## config.mk

```make
export PLATFORM = sky130hd
export DESIGN_NAME = masked_byte_pattern_search_flat
export DESIGN_NICKNAME = d
export VERILOG_FILES = /design/src/rtl/mbps_pkg.sv /design/src/rtl/mbps_if.sv /design/src/rtl/mbps_cfg.sv /design/src/rtl/mbps_core.sv /design/src/rtl/masked_byte_pattern_search.sv /design/src/flat_wrapper.sv
export SDC_FILE = /design/constraint.sdc
export NUM_CORES = 2
export LEC_CHECK = 0
export BUFFER_PORTS_ARGS = -buffer_cell sky130_fd_sc_hd__clkbuf_2
export CAP_MARGIN = 30
export CORE_MARGIN = 2
export CORE_UTILIZATION = 52
export DETAILED_ROUTE_END_ITERATION = 10
export PLACE_DENSITY = 0.77
export REMOVE_ABC_BUFFERS = 1
export SETUP_SLACK_MARGIN = 0.3
export SYNTH_ARGS = -nofsm -noshare
export SYNTH_HDL_FRONTEND = slang
export SYNTH_HIERARCHICAL = 1
export SYNTH_SLANG_ARGS = --single-unit
```

## constraint.sdc

```tcl
create_clock -name i_clk -period 11.8 [get_ports i_clk]
set_input_delay 1.18 -clock i_clk [delete_from_list [all_inputs] [get_ports i_clk]]
set_output_delay 1.18 -clock i_clk [all_outputs]
set_load 0.01 [all_outputs]
```

## src/rtl/mbps_pkg.sv

```systemverilog
// Package for the masked byte pattern search block.
// Holds sizes, the register map and the configuration bundle type.
// No dependencies.
`default_nettype none

package mbps_pkg;

    localparam int PATTERN_MAX   = 32;
    localparam int LEN_W         = $clog2(PATTERN_MAX + 1);
    localparam int PAT_REGS      = 4;
    localparam int PAT_REG_BYTES = PAT_REGS * 8;
    localparam int CARE_W        = 32;
    localparam int PLEN_W        = 6;
    localparam int CNT_W         = 32;
    localparam int ADDR_W        = 64;
    localparam int APB_DW        = 64;
    localparam int REG_IDX_W     = 3;
    localparam int APB_AW        = REG_IDX_W + 3;

    typedef logic [7:0] t_byte;

    typedef enum logic [REG_IDX_W-1:0] {
        REG_PAT0 = 3'd0,
        REG_PAT1 = 3'd1,
        REG_PAT2 = 3'd2,
        REG_PAT3 = 3'd3,
        REG_CARE = 3'd4,
        REG_LEN  = 3'd5,
        REG_BASE = 3'd6
    } t_reg_idx;

    // pattern aligned to the window: entry p is compared with window entry p
    typedef struct packed {
        t_byte [PATTERN_MAX-1:0] pat;
        logic [PATTERN_MAX-1:0]  care;
        logic [LEN_W-1:0]        len;
        logic [ADDR_W-1:0]       base;
    } t_cfg;

endpackage

`default_nettype wire

```

## src/rtl/mbps_if.sv

```systemverilog
// Request and result channel interfaces of the pattern search block.
// Valid/ready handshake with payload. No dependencies.
`default_nettype none

interface mbps_byte_if;
    logic       valid;
    logic       ready;
    logic [7:0] data_byte;
    logic       region_end;

    modport source (output valid, data_byte, region_end, input ready);
    modport sink   (input valid, data_byte, region_end, output ready);
endinterface

interface mbps_res_if;
    logic        valid;
    logic        ready;
    logic        found;
    logic [63:0] match_address;

    modport source (output valid, found, match_address, input ready);
    modport sink   (input valid, found, match_address, output ready);
endinterface

`default_nettype wire

```

## src/rtl/mbps_cfg.sv

```systemverilog
// Configuration registers with APB-style access, plus the window-aligned
// pattern and care mask derived from them. Depends on mbps_pkg.
`default_nettype none

module mbps_cfg (
    input  wire logic                        i_clk,
    input  wire logic                        i_rst_n,
    input  wire logic                        psel,
    input  wire logic                        penable,
    input  wire logic                        pwrite,
    input  wire logic [mbps_pkg::APB_AW-1:0] paddr,
    input  wire logic [mbps_pkg::APB_DW-1:0] pwdata,
    output logic      [mbps_pkg::APB_DW-1:0] prdata,
    output logic                             pready,
    output mbps_pkg::t_cfg                   o_cfg
);
    import mbps_pkg::*;

    logic [63:0]            r_pat [PAT_REGS];
    logic [CARE_W-1:0]      r_care;
    logic [PLEN_W-1:0]      r_len;
    logic [ADDR_W-1:0]      r_base;
    t_cfg                   r_cfg;
    t_cfg                   n_cfg;
    t_reg_idx               reg_idx;
    logic                   wr_en;
    t_byte [PAT_REG_BYTES-1:0] pat_all;
    logic [LEN_W-1:0]       eff_len;

    assign reg_idx = t_reg_idx'(paddr[APB_AW-1:3]);
    assign pready  = 1'b1;
    assign wr_en   = psel && penable && pwrite && pready;
    assign pat_all = {r_pat[3], r_pat[2], r_pat[1], r_pat[0]};
    assign eff_len = (32'(r_len) > PATTERN_MAX) ? LEN_W'(PATTERN_MAX) : LEN_W'(r_len);

    always_ff @(posedge i_clk) begin
        if (!i_rst_n) begin
            for (int k = 0; k < PAT_REGS; k++) begin
                r_pat[k] <= '0;
            end
            r_care <= '0;
            r_len  <= '0;
            r_base <= '0;
        end else if (wr_en) begin
            unique case (reg_idx) inside
                REG_PAT0, REG_PAT1, REG_PAT2, REG_PAT3: begin
                    r_pat[paddr[4:3]] <= pwdata;
                end
                REG_CARE: r_care <= pwdata[CARE_W-1:0];
                REG_LEN:  r_len  <= pwdata[PLEN_W-1:0];
                REG_BASE: r_base <= pwdata;
                default: ;
            endcase
        end
    end

    always_comb begin
        unique case (reg_idx) inside
            REG_PAT0, REG_PAT1, REG_PAT2, REG_PAT3: prdata = r_pat[paddr[4:3]];
            REG_CARE: prdata = {{(APB_DW-CARE_W){1'b0}}, r_care};
            REG_LEN:  prdata = {{(APB_DW-PLEN_W){1'b0}}, r_len};
            REG_BASE: prdata = r_base;
            default:  prdata = '0;
        endcase
    end

    // pattern byte (len-1-p) lines up with window entry p (entry 0 newest)
    always_comb begin
        logic [LEN_W-1:0] idx;
        n_cfg      = '0;
        n_cfg.len  = eff_len;
        n_cfg.base = r_base;
        for (int p = 0; p < PATTERN_MAX; p++) begin
            idx = eff_len - LEN_W'(p) - LEN_W'(1);
            if (LEN_W'(p) < eff_len && 32'(idx) < PAT_REG_BYTES) begin
                n_cfg.pat[p]  = pat_all[5'(idx)];
                n_cfg.care[p] = r_care[5'(idx)];
            end
        end
    end

    always_ff @(posedge i_clk) begin
        if (!i_rst_n) begin
            r_cfg <= '0;
        end else begin
            r_cfg <= n_cfg;
        end
    end

    assign o_cfg = r_cfg;

endmodule

`default_nettype wire

```

## src/rtl/mbps_core.sv

```systemverilog
// Search datapath: request register, byte window, masked compare, counters
// and result register. Depends on mbps_pkg and the channel interfaces.
`default_nettype none

module mbps_core (
    input  wire logic      i_clk,
    input  wire logic      i_rst_n,
    input  mbps_pkg::t_cfg i_cfg,
    mbps_byte_if.sink      i_req,
    mbps_res_if.source     o_res
);
    import mbps_pkg::*;

    logic                    r_in_valid;
    t_byte                   r_in_byte;
    logic                    r_in_last;
    t_byte [PATTERN_MAX-1:0] r_win;
    t_byte [PATTERN_MAX-1:0] n_win;
    logic [CNT_W-1:0]        r_seen;
    logic [CNT_W-1:0]        n_seen;
    logic                    r_matched;
    logic                    n_matched;
    logic                    r_out_valid;
    logic                    r_out_found;
    logic [ADDR_W-1:0]       r_out_addr;
    logic                    out_free;
    logic                    adv;
    logic                    hit;
    logic [CNT_W-1:0]        offset;

    assign out_free    = !r_out_valid || o_res.ready;
    assign adv         = r_in_valid && (!r_in_last || out_free);
    assign i_req.ready = !r_in_valid || adv;

    always_comb begin
        n_win    = r_win;
        n_seen   = r_seen;
        n_matched = r_matched;
        hit      = 1'b1;
        if (!r_matched) begin
            n_win[0] = r_in_byte;
            for (int k = 1; k < PATTERN_MAX; k++) begin
                n_win[k] = r_win[k-1];
            end
            if (r_seen != {CNT_W{1'b1}}) begin
                n_seen = r_seen + CNT_W'(1);
            end
            for (int p = 0; p < PATTERN_MAX; p++) begin
                if (i_cfg.care[p] && n_win[p] != i_cfg.pat[p]) begin
                    hit = 1'b0;
                end
            end
            n_matched = (i_cfg.len != '0) && (n_seen >= CNT_W'(i_cfg.len)) && hit;
        end
    end

    assign offset = n_seen - CNT_W'(i_cfg.len);

    always_ff @(posedge i_clk) begin
        if (!i_rst_n) begin
            r_in_valid  <= 1'b0;
            r_seen      <= '0;
            r_matched   <= 1'b0;
            r_out_valid <= 1'b0;
        end else begin
            if (i_req.ready) begin
                r_in_valid <= i_req.valid;
            end
            if (adv) begin
                if (r_in_last) begin
                    r_seen    <= '0;
                    r_matched <= 1'b0;
                end else begin
                    r_seen    <= n_seen;
                    r_matched <= n_matched;
                end
            end
            if (adv && r_in_last) begin
                r_out_valid <= 1'b1;
            end else if (o_res.ready) begin
                r_out_valid <= 1'b0;
            end
        end
    end

    always_ff @(posedge i_clk) begin
        if (i_req.valid && i_req.ready) begin
            r_in_byte <= i_req.data_byte;
            r_in_last <= i_req.region_end;
        end
        if (adv) begin
            r_win <= n_win;
        end
        if (adv && r_in_last) begin
            r_out_found <= n_matched;
            r_out_addr  <= n_matched ? i_cfg.base + ADDR_W'(offset) : '0;
        end
    end

    assign o_res.valid         = r_out_valid;
    assign o_res.found         = r_out_found;
    assign o_res.match_address = r_out_addr;

endmodule

`default_nettype wire

```

## src/rtl/masked_byte_pattern_search.sv

```systemverilog
// Top level of the masked byte pattern search block.
// Depends on mbps_pkg, mbps_if, mbps_cfg and mbps_core.
`default_nettype none

// Scans a region one byte per request (region_end on the last byte) for a
// pattern of up to PATTERN_MAX bytes with a per-byte care mask; one result per
// region gives found and region_base plus the offset of the first match.
// Throughput is one byte per cycle unless a region's last byte waits while the
// result register is full; that byte passes the request, then the result register.
// The cycle is set by the masked compare of the byte window to the aligned pattern.
// Writes pass the cfg and aligned-pattern registers. No clearing pass after reset.
module masked_byte_pattern_search (
    input  wire logic                        i_clk,
    input  wire logic                        i_rst_n,
    mbps_byte_if.sink                        i_req,
    mbps_res_if.source                       o_res,
    input  wire logic                        psel,
    input  wire logic                        penable,
    input  wire logic                        pwrite,
    input  wire logic [mbps_pkg::APB_AW-1:0] paddr,
    input  wire logic [mbps_pkg::APB_DW-1:0] pwdata,
    output logic      [mbps_pkg::APB_DW-1:0] prdata,
    output logic                             pready
);
    import mbps_pkg::*;

    t_cfg cfg;

    mbps_cfg u_cfg (
        .i_clk   (i_clk),
        .i_rst_n (i_rst_n),
        .psel    (psel),
        .penable (penable),
        .pwrite  (pwrite),
        .paddr   (paddr),
        .pwdata  (pwdata),
        .prdata  (prdata),
        .pready  (pready),
        .o_cfg   (cfg)
    );

    mbps_core u_core (
        .i_clk   (i_clk),
        .i_rst_n (i_rst_n),
        .i_cfg   (cfg),
        .i_req   (i_req),
        .o_res   (o_res)
    );

endmodule

`default_nettype wire
```

## src/flat_wrapper.sv

```systemverilog
// flat-port wrapper written by rule: the top's interface ports become plain ports
module masked_byte_pattern_search_flat import mbps_pkg::*;
  (i_clk, i_rst_n, psel, penable, pwrite, paddr, pwdata, prdata, pready, i_req_valid, i_req_data_byte, i_req_region_end, i_req_ready, o_res_valid, o_res_found, o_res_match_address, o_res_ready);
  mbps_byte_if i_req_i ();
  mbps_res_if o_res_i ();
  input  wire logic i_clk;
  input  wire logic i_rst_n;
  input  wire logic psel;
  input  wire logic penable;
  input  wire logic pwrite;
  input  wire logic [mbps_pkg::APB_AW-1:0] paddr;
  input  wire logic [mbps_pkg::APB_DW-1:0] pwdata;
  output logic      [mbps_pkg::APB_DW-1:0] prdata;
  output logic pready;
  input wire logic [$bits(i_req_i.valid)-1:0] i_req_valid;
  input wire logic [$bits(i_req_i.data_byte)-1:0] i_req_data_byte;
  input wire logic [$bits(i_req_i.region_end)-1:0] i_req_region_end;
  output wire logic [$bits(i_req_i.ready)-1:0] i_req_ready;
  output wire logic [$bits(o_res_i.valid)-1:0] o_res_valid;
  output wire logic [$bits(o_res_i.found)-1:0] o_res_found;
  output wire logic [$bits(o_res_i.match_address)-1:0] o_res_match_address;
  input wire logic [$bits(o_res_i.ready)-1:0] o_res_ready;
  assign i_req_i.valid = i_req_valid;
  assign i_req_i.data_byte = i_req_data_byte;
  assign i_req_i.region_end = i_req_region_end;
  assign i_req_ready = i_req_i.ready;
  assign o_res_valid = o_res_i.valid;
  assign o_res_found = o_res_i.found;
  assign o_res_match_address = o_res_i.match_address;
  assign o_res_i.ready = o_res_ready;
  masked_byte_pattern_search u_core (.i_clk(i_clk), .i_rst_n(i_rst_n), .i_req(i_req_i), .o_res(o_res_i), .psel(psel), .penable(penable), .pwrite(pwrite), .paddr(paddr), .pwdata(pwdata), .prdata(prdata), .pready(pready));
endmodule
```

==> impl_metrics.tcl <==
set metrics [dict create \
    rsz0062_at_grt "no" \
    fin_hold_ws_ps 465 \
    powerDensity_nw_per_um2 128 \
    max-slew-margin-rel_pct 19.2 \
    finClkSkew_ps 66.1 \
    cts.sinks 1073 \
    cap_violations 0 \
    crit_slowest_cell "nor4_4" \
    root_buffer "clkbuf_16" \
    worst_slack_ps 3400 \
    dp_slack_ps 3720 \
    synth_top_family_by_area "multiplexers" \
    critPathMaxStageDelay_ps 600 \
    slew_viol_final 0 \
    status "finished, final reports clean" \
    layout.nets 6334 \
    syn_avg_cell_area_um2 10.4 \
    wirelength_mm 302 \
    clk_pin_slew_ps 60 \
    synth-seq-area-share_pct 42.5 \
    antenna_found_initial 27 \
    yosys.area_share.xor_xnor_pct 5.14 \
    avgRoutedWirePerCell_um 37.9 \
    worst_pin_slew_ps 1180 \
    ioPinCount 218 \
    die_x_um 355 \
    grt_use_total_pct 46.7 \
    synth_cells 6182 \
    min_path_type "reg -> reg" \
    synthSimpleGateAreaFrac_pct 15.0 \
    max_clock_freq_ghz 0.119 \
    grt_pass1_wl_mm 409 \
    port_buffers 213 \
    yosys_most_used_dff "edfxtp_1" \
    start_util_pct 52.6 \
    die_y_um 355 \
    cts_made_buffers 115 \
    h-tree-depth 3 \
    worstSetupEndpointType "flop" \
    yosys.area.top_type "edfxtp_1" \
    first_pass_iters 7 \
    setup_viol 0 \
    synthTopCellsByArea "edfxtp_1 (27%), dfxtp_1 (15%), mux4_2 (10%)" \
    ir_drop_mv 0.121 \
    cp.arrival_ps 8990 \
    area_growth_pct 10.5 \
    p_leak_nw 25.4 \
    synth_compound_area_share_pct 12.4 \
    drt_iter0_drc 8953 \
    post_cts_resized 0 \
    top_layer_used "met5" \
    regToRegSetupSlack_ps 3400 \
    wl_met1_mm 110 \
    critPathLaunchType "flop" \
    grt_max_degree 150 \
    timing.final.hold_violations 0 \
    finalCriticalPeriod_ps 8400 \
    postSynth.asyncResetShare_pct 0 \
    viasPerCell 7.04 \
    synth_commonest_cells "nand2_1 (626), edfxtp_1 (578), mux2i_1 (567), dfxtp_1 (495), nor2_1 (367)" \
    netlist_area_um2 64100 \
    timing.final.crit_share_pct 71.2 \
    route.met2.wl_mm 123 \
    ctsHoldBuffers 0 \
    coreArea_um2 122000 \
    core.rowCount 128 \
    hpwlAfterDp_mm 229 \
    synth_cell_types 96 \
    wl_met3_mm 42.1 \
    grt_pass1_vias 50400 \
    critPathKind "reg -> reg" \
    ant_nets 0 \
    ys_warn_count 6 \
    clockBufferDepth 3 \
    via_count 56000 \
    drcViolationCount 0 \
    post_cts_buffers 0 \
    synthMuxAreaShare_pct 19.6 \
    overflow 0 \
    synth_top_area_share_pct 27.1 \
    gp_congestion 1.07 \
    drive_gt1_share_pct 17.1 \
    yosysMostFrequentCell "nand2_1" \
    clock_latency_ps 800 \
    cts_tree "done" \
    yosys.area_share.adder_pct 1.12 \
    crit_required_ps 12390 \
    critPathMaxFanout 31 \
    die_area_um2 126000 \
    yosys_register_bits 1073 \
    synth_edf_count 578 \
]
## cell type report
class                      count  area (um2)
timing repair buffer         358        2310
clock buffer                 146        3170
inverter                     187         714
antenna                       34        85.1
clock inverter                73         885
fill                       10300       51100
multi-input combinational   4457       34400
tap                         1625        2030
sequential                  1073       27300
## registers in the layout, summed over array words and instances (netlist names), 6 cells and up
signal and flops:
u_core/u_cfg/o_cfg 358, u_core/u_cfg/r_base 64, u_core/u_cfg/r_care 32, u_core/u_cfg/r_len 6
u_core/u_cfg/r_pat 256, u_core/u_core/o_res.match_address 64, u_core/u_core/r_in_byte 8, u_core/u_core/r_seen 32
u_core/u_core/r_win 248
## metal layers
metal / vias up / global-route usage [%]
met2: 4250 / 64.7
met5: - / 0
met3: 813 / 16.8
met1: 27900 / 59.9
li1: 23100 / -
met4: 16 / 34.1
## placed cells by master, fill, tap and decap left out, types with 107 or more instances in the layout
master | synthesis | final
mux4_2 | 292 | 292
inv_1 | 178 | 177
nand2_1 | 626 | 625
nand3_1 | 203 | 203
nor2_1 | 367 | 360
clkbuf_16 | 0 | 118
xnor2_1 | 316 | 314
buf_4 | 31 | 135
nor2b_1 | 111 | 107
o21ai_0 | 267 | 265
dfxtp_1 | 495 | 491
edfxtp_1 | 578 | 578
mux2i_1 | 567 | 566
and2_1 | 158 | 158
clkbuf_2 | 1 | 209
a21oi_1 | 334 | 332
## report_power, final
group	total [mW]	switching [mW]	internal, mW
logic	0.960	0.644	0.316
clock network	3.90	1.69	2.21
registers	4.18	0.149	4.04
## through the flow
stage	area [um2]	setup TNS [ps]	std cells	power (mW)	util [%]
2_1_floorplan	62100	-1444780	5717	4.69	-
3_3_place_gp	66400	0	7668	5.13	54.4
3_5_place_dp	66600	0	7683	5.15	54.6
4_1_cts	70700	0	7902	8.99	57.9
5_1_grt	70800	0	7931	9.21	58.1
6_report	70900	0	7953	9.05	58.1
## path summary, 6_finish.rpt
kind / from / depth (start not counted) / end
setup / recovery: u_core/u_core/r_seen[0]$_SDFFE_PN0P_ / 28 / u_core/u_core/o_res.match_address[38]$_SDFFCE_PN0P_
hold / removal: u_core/u_cfg/r_base[10]$_SDFFE_PN0P_ / 2 / u_core/u_cfg/r_base[10]$_SDFFE_PN0P_
setup reg to reg: u_core/u_core/r_seen[0]$_SDFFE_PN0P_ / 28 / u_core/u_core/o_res.match_address[38]$_SDFFCE_PN0P_
hold reg to reg: u_core/u_cfg/r_base[10]$_SDFFE_PN0P_ / 2 / u_core/u_cfg/r_base[10]$_SDFFE_PN0P_
## critical path, delay by kind of cell (launching register included)
family | cells | cell delay, ps
simple gates | 12 | 3240
compound gates | 9 | 2600
fa+ha+maj | 3 | 950
buf+inv | 3 | 640
flops | 1 | 470
mux | 1 | 320
## logic make-up (layout without fill, tap and decap cells)
logic type / after synthesis / count (layout)
AOI/OAI and AO/OA: 1214 / 1214
xor gates and xnor gates: 370 / 370
adders and majority gates: 56 / 56
buffers and inverters: 652 / 764
DFF: 1073 / 1073
muxes: 888 / 888
other: 1 / 35
and+or+nand+nor: 1928 / 1928
Power figures use the tool's default switching activity.
